### config.mk
export PLATFORM = sky130hd
export DESIGN_NAME = nlms_mul
export DESIGN_NICKNAME = d
export VERILOG_FILES = /design/src/rtl/nlms_pkg.sv /design/src/rtl/nlms_mul.sv
export SDC_FILE = /design/constraint.sdc
export NUM_CORES = 1
export LEC_CHECK = 0
export BUFFER_PORTS_ARGS = -buffer_cell sky130_fd_sc_hd__buf_2
export CAP_MARGIN = 20
export CORE_ASPECT_RATIO = 0.5
export CORE_MARGIN = 2
export CORE_UTILIZATION = 55
export CTS_CLUSTER_SIZE = 14
export DETAILED_ROUTE_END_ITERATION = 8
export PLACE_DENSITY = 0.76
export SLEW_MARGIN = 10
export SYNTH_ARGS = -nofsm -noshare
export SYNTH_HDL_FRONTEND = slang
export SYNTH_SLANG_ARGS = --single-unit
### constraint.sdc
create_clock -name clk -period 6.1 [get_ports clk]
set_input_delay 0.305 -clock clk [delete_from_list [all_inputs] [get_ports clk]]
set_output_delay 0.305 -clock clk [all_outputs]
set_load 0.005 [all_outputs]
### src/rtl/nlms_pkg.sv
// Package for the NLMS adaptive filter: types, widths and shared constants.
// No dependencies.
package nlms_pkg;

    localparam int TapsDefault     = 256;
    localparam int SampleW         = 16;
    localparam int WeightW         = 32;
    localparam int PowerW          = 48;
    localparam int StepW           = 25;
    localparam int GainW           = 16;
    localparam int AccW            = 58;
    localparam logic [GainW-1:0] GainReset = 16'd2621;

    typedef enum logic [2:0] {
        ST_IDLE,
        ST_FILT,
        ST_DIV,
        ST_UPD,
        ST_OUT
    } nlms_state_t;

    // Multiplier request: one signed product per cycle.
    typedef struct packed {
        logic signed [WeightW-1:0] a;
        logic signed [SampleW-1:0] b;
    } mul_req_t;

endpackage

### src/rtl/nlms_mul.sv
// Registered 32x16 signed multiplier used by the filter pass.
// Depends on nlms_pkg.
module nlms_mul
    import nlms_pkg::*;
(
    input  logic                              clk,
    input  mul_req_t                          req,
    output logic signed [WeightW+SampleW-1:0] prod
);

    logic signed [WeightW+SampleW-1:0] prod_reg;

    always_ff @(posedge clk)
    begin
        prod_reg <= req.a * req.b;
    end

    assign prod = prod_reg;

endmodule

==> impl_metrics.ini <==
[logic_synthesis]
synthTopCellsByArea = fa_1 (52%), inv_1 (11%), ha_1 (7.6%)
synth-seq-area-share_pct = 5.12
yosysUniqueCellTypes = 44
syn_avg_cell_area_um2 = 9.05
synth_top_area_cell = fa_1
yosysMostFrequentCell = inv_1
synth-seq-cells = 48
syn_nets = 2722
synth_edf_count = 0
yosysWarnings = 0
async_flop_share_pct = 0
ys.flop_type = dfxtp_1
yosys-top-cells-count = inv_1 (555), fa_1 (486), nand2_1 (297), and2_1 (203), ha_1 (114)
yosys.area.top_type_share_pct = 51.8
mappedNetlistArea_um2 = 18800
syn_inst = 2073

[global_routing]
antenna_found_initial = 2
grt_overflow_total = 0
grt_pass1_wl_mm = 78.4
track_usage_pct = 28.3
grt_start_max_net_pins = 33
grt_pass1_vias = 15500

[hold_path]
hp-class = input pin to flip-flop
min_from = req[16]

[worst_setup_path]
start_kind = input pin
cp-end-kind = flip-flop
cp.arrival_ns = 6.12
critPathLaunch = req[4]
critPathSlowestCell = fa_1
crit_path_cell_trace = buf_4 > buf_4 > buf_4 > and2_1 > fa_2 > inv_1 > fa_2 > fa_1 > fa_1 > inv_1 > fa_1 > fa_1 > ha_4 > a21oi_4 > o22ai_2 > or3_4 > o21ai_4 > a21oi_4 > buf_4 > a21o_1 > a221oi_2 > o21ai_1 > xor2_1
path_class = input pin to flip-flop
required_ns = 6.32
critPathMaxStageDelay_ns = 0.58
crit_fanout = 15

[final_layout]
drive_above_1_share_pct = 15.4
fin_cells = 2739
nets = 2944
largest_register_ff_count = 48
stdcell_area_um2 = 21500
multiInputGateArea_um2 = 15500
areaGrowthSynthToFinish_pct = 14.6
regArea_um2 = 961
nFillCells = 2626

[cts]
path_clk_slew_ns = 0.07
htreeDepth = 2
cts-root-buf = clkbuf_16
ctsHoldBuffers = 0
cts_tree = done
cts_sinks = 48
clockBufferDepth = 2
cts_buffers = 5

[die]
start_util_pct = 56.3
num_rows = 47
die_height_um = 135
core-area_um2 = 33300
die_w_um = 265
ios = 97
die_area_um2 = 35700

[timing]
period_minus_slack_ns = 5.90
whs_ns = 0.464
setup_ws_ns = 0.199
drv_slew = 0
hold_violations = 0
fin_crit_sh_pct = 96.7
fmax_mhz = 169
finalSetupViolCount = 0
worst_pin_slew_ns = 0.569
slew_headroom_pct = 62.1

[routing]
drt_wl_total_mm = 46.8
via_per_inst = 5.19
postRouteAntennaNets = 0
drcViolationCount = 0
drt_iter0_drc = 878
vias = 14200
dr.pass1.iters = 5
avgRoutedWirePerCell_um = 17.1

[placed_design]
dp.cells = 2728
pre_cts_slack_ns = -0.399
placed_area_um2 = 21100
hpwl_mm = 40.2
place_congestion = 0.923
portBuffers = 96

[run_status]
status = complete, no violations

[run]
drv_cap = 0
==> routing by layer <==
layer / track usage [%] / vias up / share of wire (%)
met5: 0 / - / 0
met4: 8.00 / 0 / 2.7
met3: 5.38 / 89 / 7.8
met2: 48.3 / 497 / 50
met1: 37.5 / 7245 / 40
li1: - / 6391 / -
==> area by class of cell <==
| type | count | area share, % |
|---|---|---|
| antenna | 2 | 0.0233 |
| clock buffer | 5 | 0.582 |
| clock inverter | 3 | 0.198 |
| inverter | 556 | 9.72 |
| multi-input combinational | 1379 | 72.3 |
| sequential | 48 | 4.47 |
| tap | 441 | 2.57 |
| timing repair buffer | 305 | 10.1 |
==> worst max-delay path: cells and delay by family <==
kind,cells,cell delay (ns)
compound gates,7,1.18
buf+inv,6,0.75
fa+ha+maj,7,3.21
xor+xnor,1,0.14
simple gates,2,0.55
==> timing repair <==
action | 4_1_cts | 5_1_grt
resized for setup | 1 | 60
setup buffers | 0 | 1
pin swaps | 0 | 26
endpoints found under the setup margin | 1 | 17
==> final timing paths <==
check,end,cells after the start
worst max-delay path,prod[46]$_DFF_P_,23
worst min-delay path,prod[0]$_DFF_P_,3
==> stage by stage <==
step	TNS, ns	utilization [%]
floorplan	0	-
global placement	-2.38	63.3
detailed placement	-3.22	63.3
CTS	0	63.8
global route	-0.0254	64.5
finish	0	64.5
==> cell usage in the layout, fill, tap and decap left out, types with 37 or more instances in the layout <==
cell type,n
nand2_1,297
inv_1,552
buf_2,87
xnor2_1,40
buf_4,201
a21oi_1,37
fa_1,480
dfxtp_1,48
and2_1,203
ha_1,111
==> cells by family after synthesis <==
kind of cell,after synthesis,share of synthesized area (%)
AO/OA/AOI/OAI,143,5.11
XOR/XNOR,51,2.38
adder cells (fa/ha/maj),600,59.4
buffers and inverters,646,12.9
flip-flops,48,5.12
AND/OR/NAND/NOR,585,15.0
Power is left out: the tool's default activity adds up to more than one toggle a clock period on the data nets, which glitch-free logic cannot reach.
