## src/rtl/nlms_pkg.sv

```systemverilog
// Package for the NLMS adaptive filter: types, widths and shared constants.
// No dependencies.
package nlms_pkg;

    localparam int TapsDefault     = 256;
    localparam int SampleW         = 16;
    localparam int WeightW         = 32;
    localparam int PowerW          = 48;
    localparam int StepW           = 25;
    localparam int GainW           = 16;
    localparam int AccW            = 58;
    localparam logic [GainW-1:0] GainReset = 16'd2621;

    typedef enum logic [2:0] {
        ST_IDLE,
        ST_FILT,
        ST_DIV,
        ST_UPD,
        ST_OUT
    } nlms_state_t;

    // Multiplier request: one signed product per cycle.
    typedef struct packed {
        logic signed [WeightW-1:0] a;
        logic signed [SampleW-1:0] b;
    } mul_req_t;

endpackage

```

## src/rtl/nlms_div.sv

```systemverilog
// Restoring divider, one quotient bit per cycle: gain*2^38 / (2^30 + power).
// Depends on nlms_pkg.
module nlms_div
    import nlms_pkg::*;
(
    input  logic                   clk,
    input  logic                   rst_n,
    input  logic                   start,
    input  logic [GainW-1:0]       gain,
    input  logic [PowerW-1:0]      power,
    output logic                   done,
    output logic [StepW-1:0]       quotient
);

    // Quotient is below 2^24 since gain < 2^16 and divisor >= 2^30.
    localparam int NumW = 54;
    localparam int DivW = PowerW + 1;
    localparam int CntW = 6;

    logic [DivW:0]     rem_reg, rem_next;
    logic [NumW-1:0]   num_reg, num_next;
    logic [DivW-1:0]   den_reg, den_next;
    logic [StepW-1:0]  quo_reg, quo_next;
    logic [CntW-1:0]   cnt_reg, cnt_next;
    logic              busy_reg, busy_next;
    logic              done_reg, done_next;
    logic [DivW:0]     trial;
    logic [DivW:0]     shifted;

    always_comb
    begin
        shifted   = {rem_reg[DivW-1:0], num_reg[NumW-1]};
        trial     = shifted - {1'b0, den_reg};
        rem_next  = rem_reg;
        num_next  = num_reg;
        den_next  = den_reg;
        quo_next  = quo_reg;
        cnt_next  = cnt_reg;
        busy_next = busy_reg;
        done_next = 1'b0;
        if (start)
        begin
            rem_next  = '0;
            num_next  = {gain, 38'd0};
            den_next  = {1'b0, power} + (DivW'(1) << 30);
            quo_next  = '0;
            cnt_next  = CntW'(NumW);
            busy_next = 1'b1;
        end
        else if (busy_reg)
        begin
            num_next = {num_reg[NumW-2:0], 1'b0};
            if (!trial[DivW])
            begin
                rem_next = trial;
                quo_next = {quo_reg[StepW-2:0], 1'b1};
            end
            else
            begin
                rem_next = shifted;
                quo_next = {quo_reg[StepW-2:0], 1'b0};
            end
            cnt_next = cnt_reg - 1'b1;
            if (cnt_reg == CntW'(1))
            begin
                busy_next = 1'b0;
                done_next = 1'b1;
            end
        end
    end

    always_ff @(posedge clk or negedge rst_n)
    begin
        if (!rst_n)
        begin
            busy_reg <= 1'b0;
            done_reg <= 1'b0;
            cnt_reg  <= '0;
        end
        else
        begin
            busy_reg <= busy_next;
            done_reg <= done_next;
            cnt_reg  <= cnt_next;
        end
    end

    always_ff @(posedge clk)
    begin
        rem_reg <= rem_next;
        num_reg <= num_next;
        den_reg <= den_next;
        quo_reg <= quo_next;
    end

    assign done     = done_reg;
    assign quotient = quo_reg;

endmodule

```

## config.mk

```make
export PLATFORM = sky130hd
export DESIGN_NAME = nlms_div
export DESIGN_NICKNAME = d
export VERILOG_FILES = /design/src/rtl/nlms_pkg.sv /design/src/rtl/nlms_div.sv
export SDC_FILE = /design/constraint.sdc
export NUM_CORES = 1
export LEC_CHECK = 0
export BUFFER_PORTS_ARGS = -buffer_cell sky130_fd_sc_hd__buf_2
export CORE_ASPECT_RATIO = 0.9
export CORE_UTILIZATION = 41
export DETAILED_ROUTE_END_ITERATION = 10
export SKIP_CTS_REPAIR_TIMING = 1
export SYNTH_ARGS = -nofsm -noshare
export SYNTH_HDL_FRONTEND = slang
export SYNTH_SLANG_ARGS = --single-unit
```

## constraint.sdc

```tcl
create_clock -name clk -period 3.86 [get_ports clk]
set_input_delay 0.772 -clock clk [delete_from_list [all_inputs] [get_ports clk]]
set_output_delay 0.772 -clock clk [all_outputs]
set_load 0.03 [all_outputs]
```

==> results.toml <==
[critical_path]
critical_path_peak_fanout = 5
critical_path_depth = 11
critical_path_class = "reg -> reg"
critPathSlowestCell = "sky130_fd_sc_hd__a211oi_1"
worst-path-buf-inv = 1
worstSetupStartpointType = "register"
rr_startpoint = "den_reg[9]$_DFFE_PP_"
critical_path_arrival_ns = 3.72
crit_path_cell_trace = "inv_1, ha_1, and2_1, a31o_1, a211oi_1, a31oi_1, o41ai_2, and2_1, o21ai_0, o41ai_1, o22ai_1"
reg2reg_slack_ns = 0.44
worst-r2r-cell-count = 11
worst_r2r_endpoint = "rem_reg[43]$_SDFFE_PP0P_"
worstSetupEndpointType = "register"
timing.critical_path.max_delay_family = "compound AO/OA/AOI/OAI gates"
critPathMostFrequentCell = "sky130_fd_sc_hd__and2_1"
timing.critical_path.required_ns = 4.16
critical_path.max_stage_delay_ns = 0.43

[grt]
antenna_found_initial = 0
pin_count_of_the_biggest_net_entering_global_routing = 62
number_of_global_route_vias_before_repair = 6887
gr-total-overflow = 0
grt_util_all_layers = 0.191
grt_first_pass_wirelength_mm = 34.2

[synthesis]
postSynthAreaPerCell_um2 = 9.02
synthesis.yosys.warnings = 0
postSynth.topFlopCell = "sky130_fd_sc_hd__dfxtp_1"
post_synth_instance_area_mm2 = 0.00905
sequential_area_share_after_synthesis = 0.401
mappedNetlistNets = 1123
synth_cells = 1003
async_flop_share = 0.0544
ys_seq_elements = 147
synth.lib_cells_used.distinct = 71
synth-edff-count = 65

[die]
die_y_um = 143
core.rowCount = 51
die_w_um = 159
ioPinCount = 93
start_util = 0.418
die_area_mm2 = 0.0227
floorplan.core_area_mm2 = 0.0216

[power]
max-vdd-ir-drop_uv = 377
cellPowerDensity_mw_per_mm2 = 705
static-leakage-power_nw = 4.67

[sta]
final_cycle_share = 0.887
final-max-slew-violation-count = 0
rsz0062_at_grt = "false"
timing_hold_violations_final = 0
clock.fmax_ghz = 0.292
timing.final.setup_violations = 0
final_critical_path_setup_slack_ns = 0.436
finClkSkew_ns = 0.0156
tightestPinTransition_ns = 0.787
max_slew_margin = 0.476
final_period_minus_worst_setup_slack_ns = 3.42
finalSetupTns_ns = 0

[placement]
gp_routability_congestion = 0.886
estimated_wirelength_of_the_detail_placed_design_mm = 15.0
port-buffer-count = 92
pre_cts_ws_ns = 0.491

[cts]
cts_max_path_buffers = 2
clk_pin_slew_ns = 0.07
cts_tree = "yes"
numCtsBuffers = 17
cts_root_buffer = "sky130_fd_sc_hd__clkbuf_16"
worst_skew_pair.late_latency_ns = 0.44
clock_tree.htree_level_count = 4
clkSinkCount = 147

[min_path]
hp-class = "in -> async"

[layout]
num_antenna_cells = 0
area_delta_synth_final_pct = 13.7
drive_gt1_frac = 0.156
nNetsFinal = 1190

[routing]
drt-total-wl_mm = 20.7
drcViolationCount = 0
num_vias = 7324
drt_first_pass_iters = 7
detail_route.wl_per_cell_um = 15.1
vias_per_inst = 5.33
initialDrtViolationCount = 460
postRouteAntennaNets = 0

[outcome]
run_status = "finished, final reports clean"

[job]
cap_violations = 0
==> through the flow <==
step	instance area [um^2]	hold slack (ns)	power, mW	util	instances
2_1_floorplan	9050	0.467	4.91	-	1003
3_3_place_gp	9720	0.471	5.62	0.449	1342
3_5_place_dp	9720	0.481	5.62	0.449	1342
4_1_cts	10300	0.165	7.28	0.476	1374
5_1_grt	10300	0.174	7.80	0.476	1374
6_report	10300	0.171	7.25	0.476	1374
==> synth_stat cells, drive strengths merged (5+ instances only) <==
cell type	instances	area share
a211o	5	0.0050
nand3	20	0.011
nor3	16	0.0088
a31oi	8	0.0072
xor2	19	0.019
xnor2	44	0.043
mux2	15	0.019
a311oi	31	0.031
and3	14	0.0097
o21a	11	0.0091
and2	11	0.0077
a31o	7	0.0068
o211ai	8	0.0072
o32ai	5	0.0048
o21ai	36	0.020
a21oi	53	0.029
a21o	25	0.021
nand2	129	0.053
buf	16	0.012
nor2	100	0.041
edfxtp	65	0.22
o21bai	6	0.0050
inv	70	0.029
nand4	16	0.011
a2bb2oi	5	0.0048
a211oi	14	0.014
clkbuf	38	0.016
mux2i	31	0.034
ha	52	0.072
dfxtp	74	0.16
dfrtp	8	0.022
==> metal layers <==
| layer | track usage | vias up | wire length (um) | share of wire |
|---|---|---|---|---|
| li1 | - | 3728 | - | - |
| met1 | 0.275 | 3395 | 10700 | 0.52 |
| met3 | 0.0346 | 22 | 1010 | 0.049 |
| met5 | 0 | - | 0 | 0 |
| met2 | 0.289 | 179 | 8730 | 0.42 |
| met4 | 0.0572 | 0 | 293 | 0.014 |
==> cell type report <==
| class | count | area, um^2 |
|---|---|---|
| multi-input cells | 732 | 4920 |
| flip-flops and latches | 147 | 3640 |
| clock buffers | 18 | 429 |
| fillers | 2052 | 11300 |
| repair buffers | 102 | 538 |
| clock inverters | 14 | 141 |
| inverters | 70 | 263 |
| well taps | 291 | 364 |
==> power breakdown <==
part | internal (mW) | switching (mW)
logic | 1.44 | 2.01
clock network | 0.906 | 0.711
registers | 1.95 | 0.237
total | 4.29 | 2.96
==> logic make-up (layout without fill, tap and decap cells) <==
group / Yosys count / in the layout / share of synthesized area
muxes: 46 / 46 / 0.0529
and+or+nand+nor: 329 / 329 / 0.161
xor gates and xnor gates: 63 / 63 / 0.0626
DFF: 147 / 147 / 0.401
buffers and inverters: 124 / 204 / 0.0565
adders and majority gates: 53 / 53 / 0.0741
AOI/OAI and AO/OA: 241 / 241 / 0.192
==> worst max path at each step <==
stage                               start                        to  slack (ns)
finish               den_reg[9]$_DFFE_PP_  rem_reg[43]$_SDFFE_PP0P_        0.44
global route         den_reg[9]$_DFFE_PP_  rem_reg[43]$_SDFFE_PP0P_        0.21
CTS                  den_reg[9]$_DFFE_PP_  rem_reg[43]$_SDFFE_PP0P_        0.46
detailed placement   den_reg[9]$_DFFE_PP_  rem_reg[43]$_SDFFE_PP0P_        0.49
global placement     den_reg[9]$_DFFE_PP_  rem_reg[43]$_SDFFE_PP0P_        0.50
floorplan           den_reg[16]$_DFFE_PP_  rem_reg[48]$_SDFFE_PP0P_        0.98
==> cells in the final DEF, fill, tap and decap left out, types with 20 or more instances in the layout <==
cell type and instances:
sky130_fd_sc_hd__o21ai_0 34, sky130_fd_sc_hd__nor2_1 100, sky130_fd_sc_hd__xnor2_1 43, sky130_fd_sc_hd__nand2_1 129, sky130_fd_sc_hd__mux2i_1 31, sky130_fd_sc_hd__inv_1 70, sky130_fd_sc_hd__dfxtp_1 74, sky130_fd_sc_hd__buf_2 91
sky130_fd_sc_hd__a311oi_1 30, sky130_fd_sc_hd__edfxtp_1 65, sky130_fd_sc_hd__a21o_1 25, sky130_fd_sc_hd__nand3_1 20, sky130_fd_sc_hd__ha_1 52, sky130_fd_sc_hd__a21oi_1 53
Power figures use the tool's default switching activity.
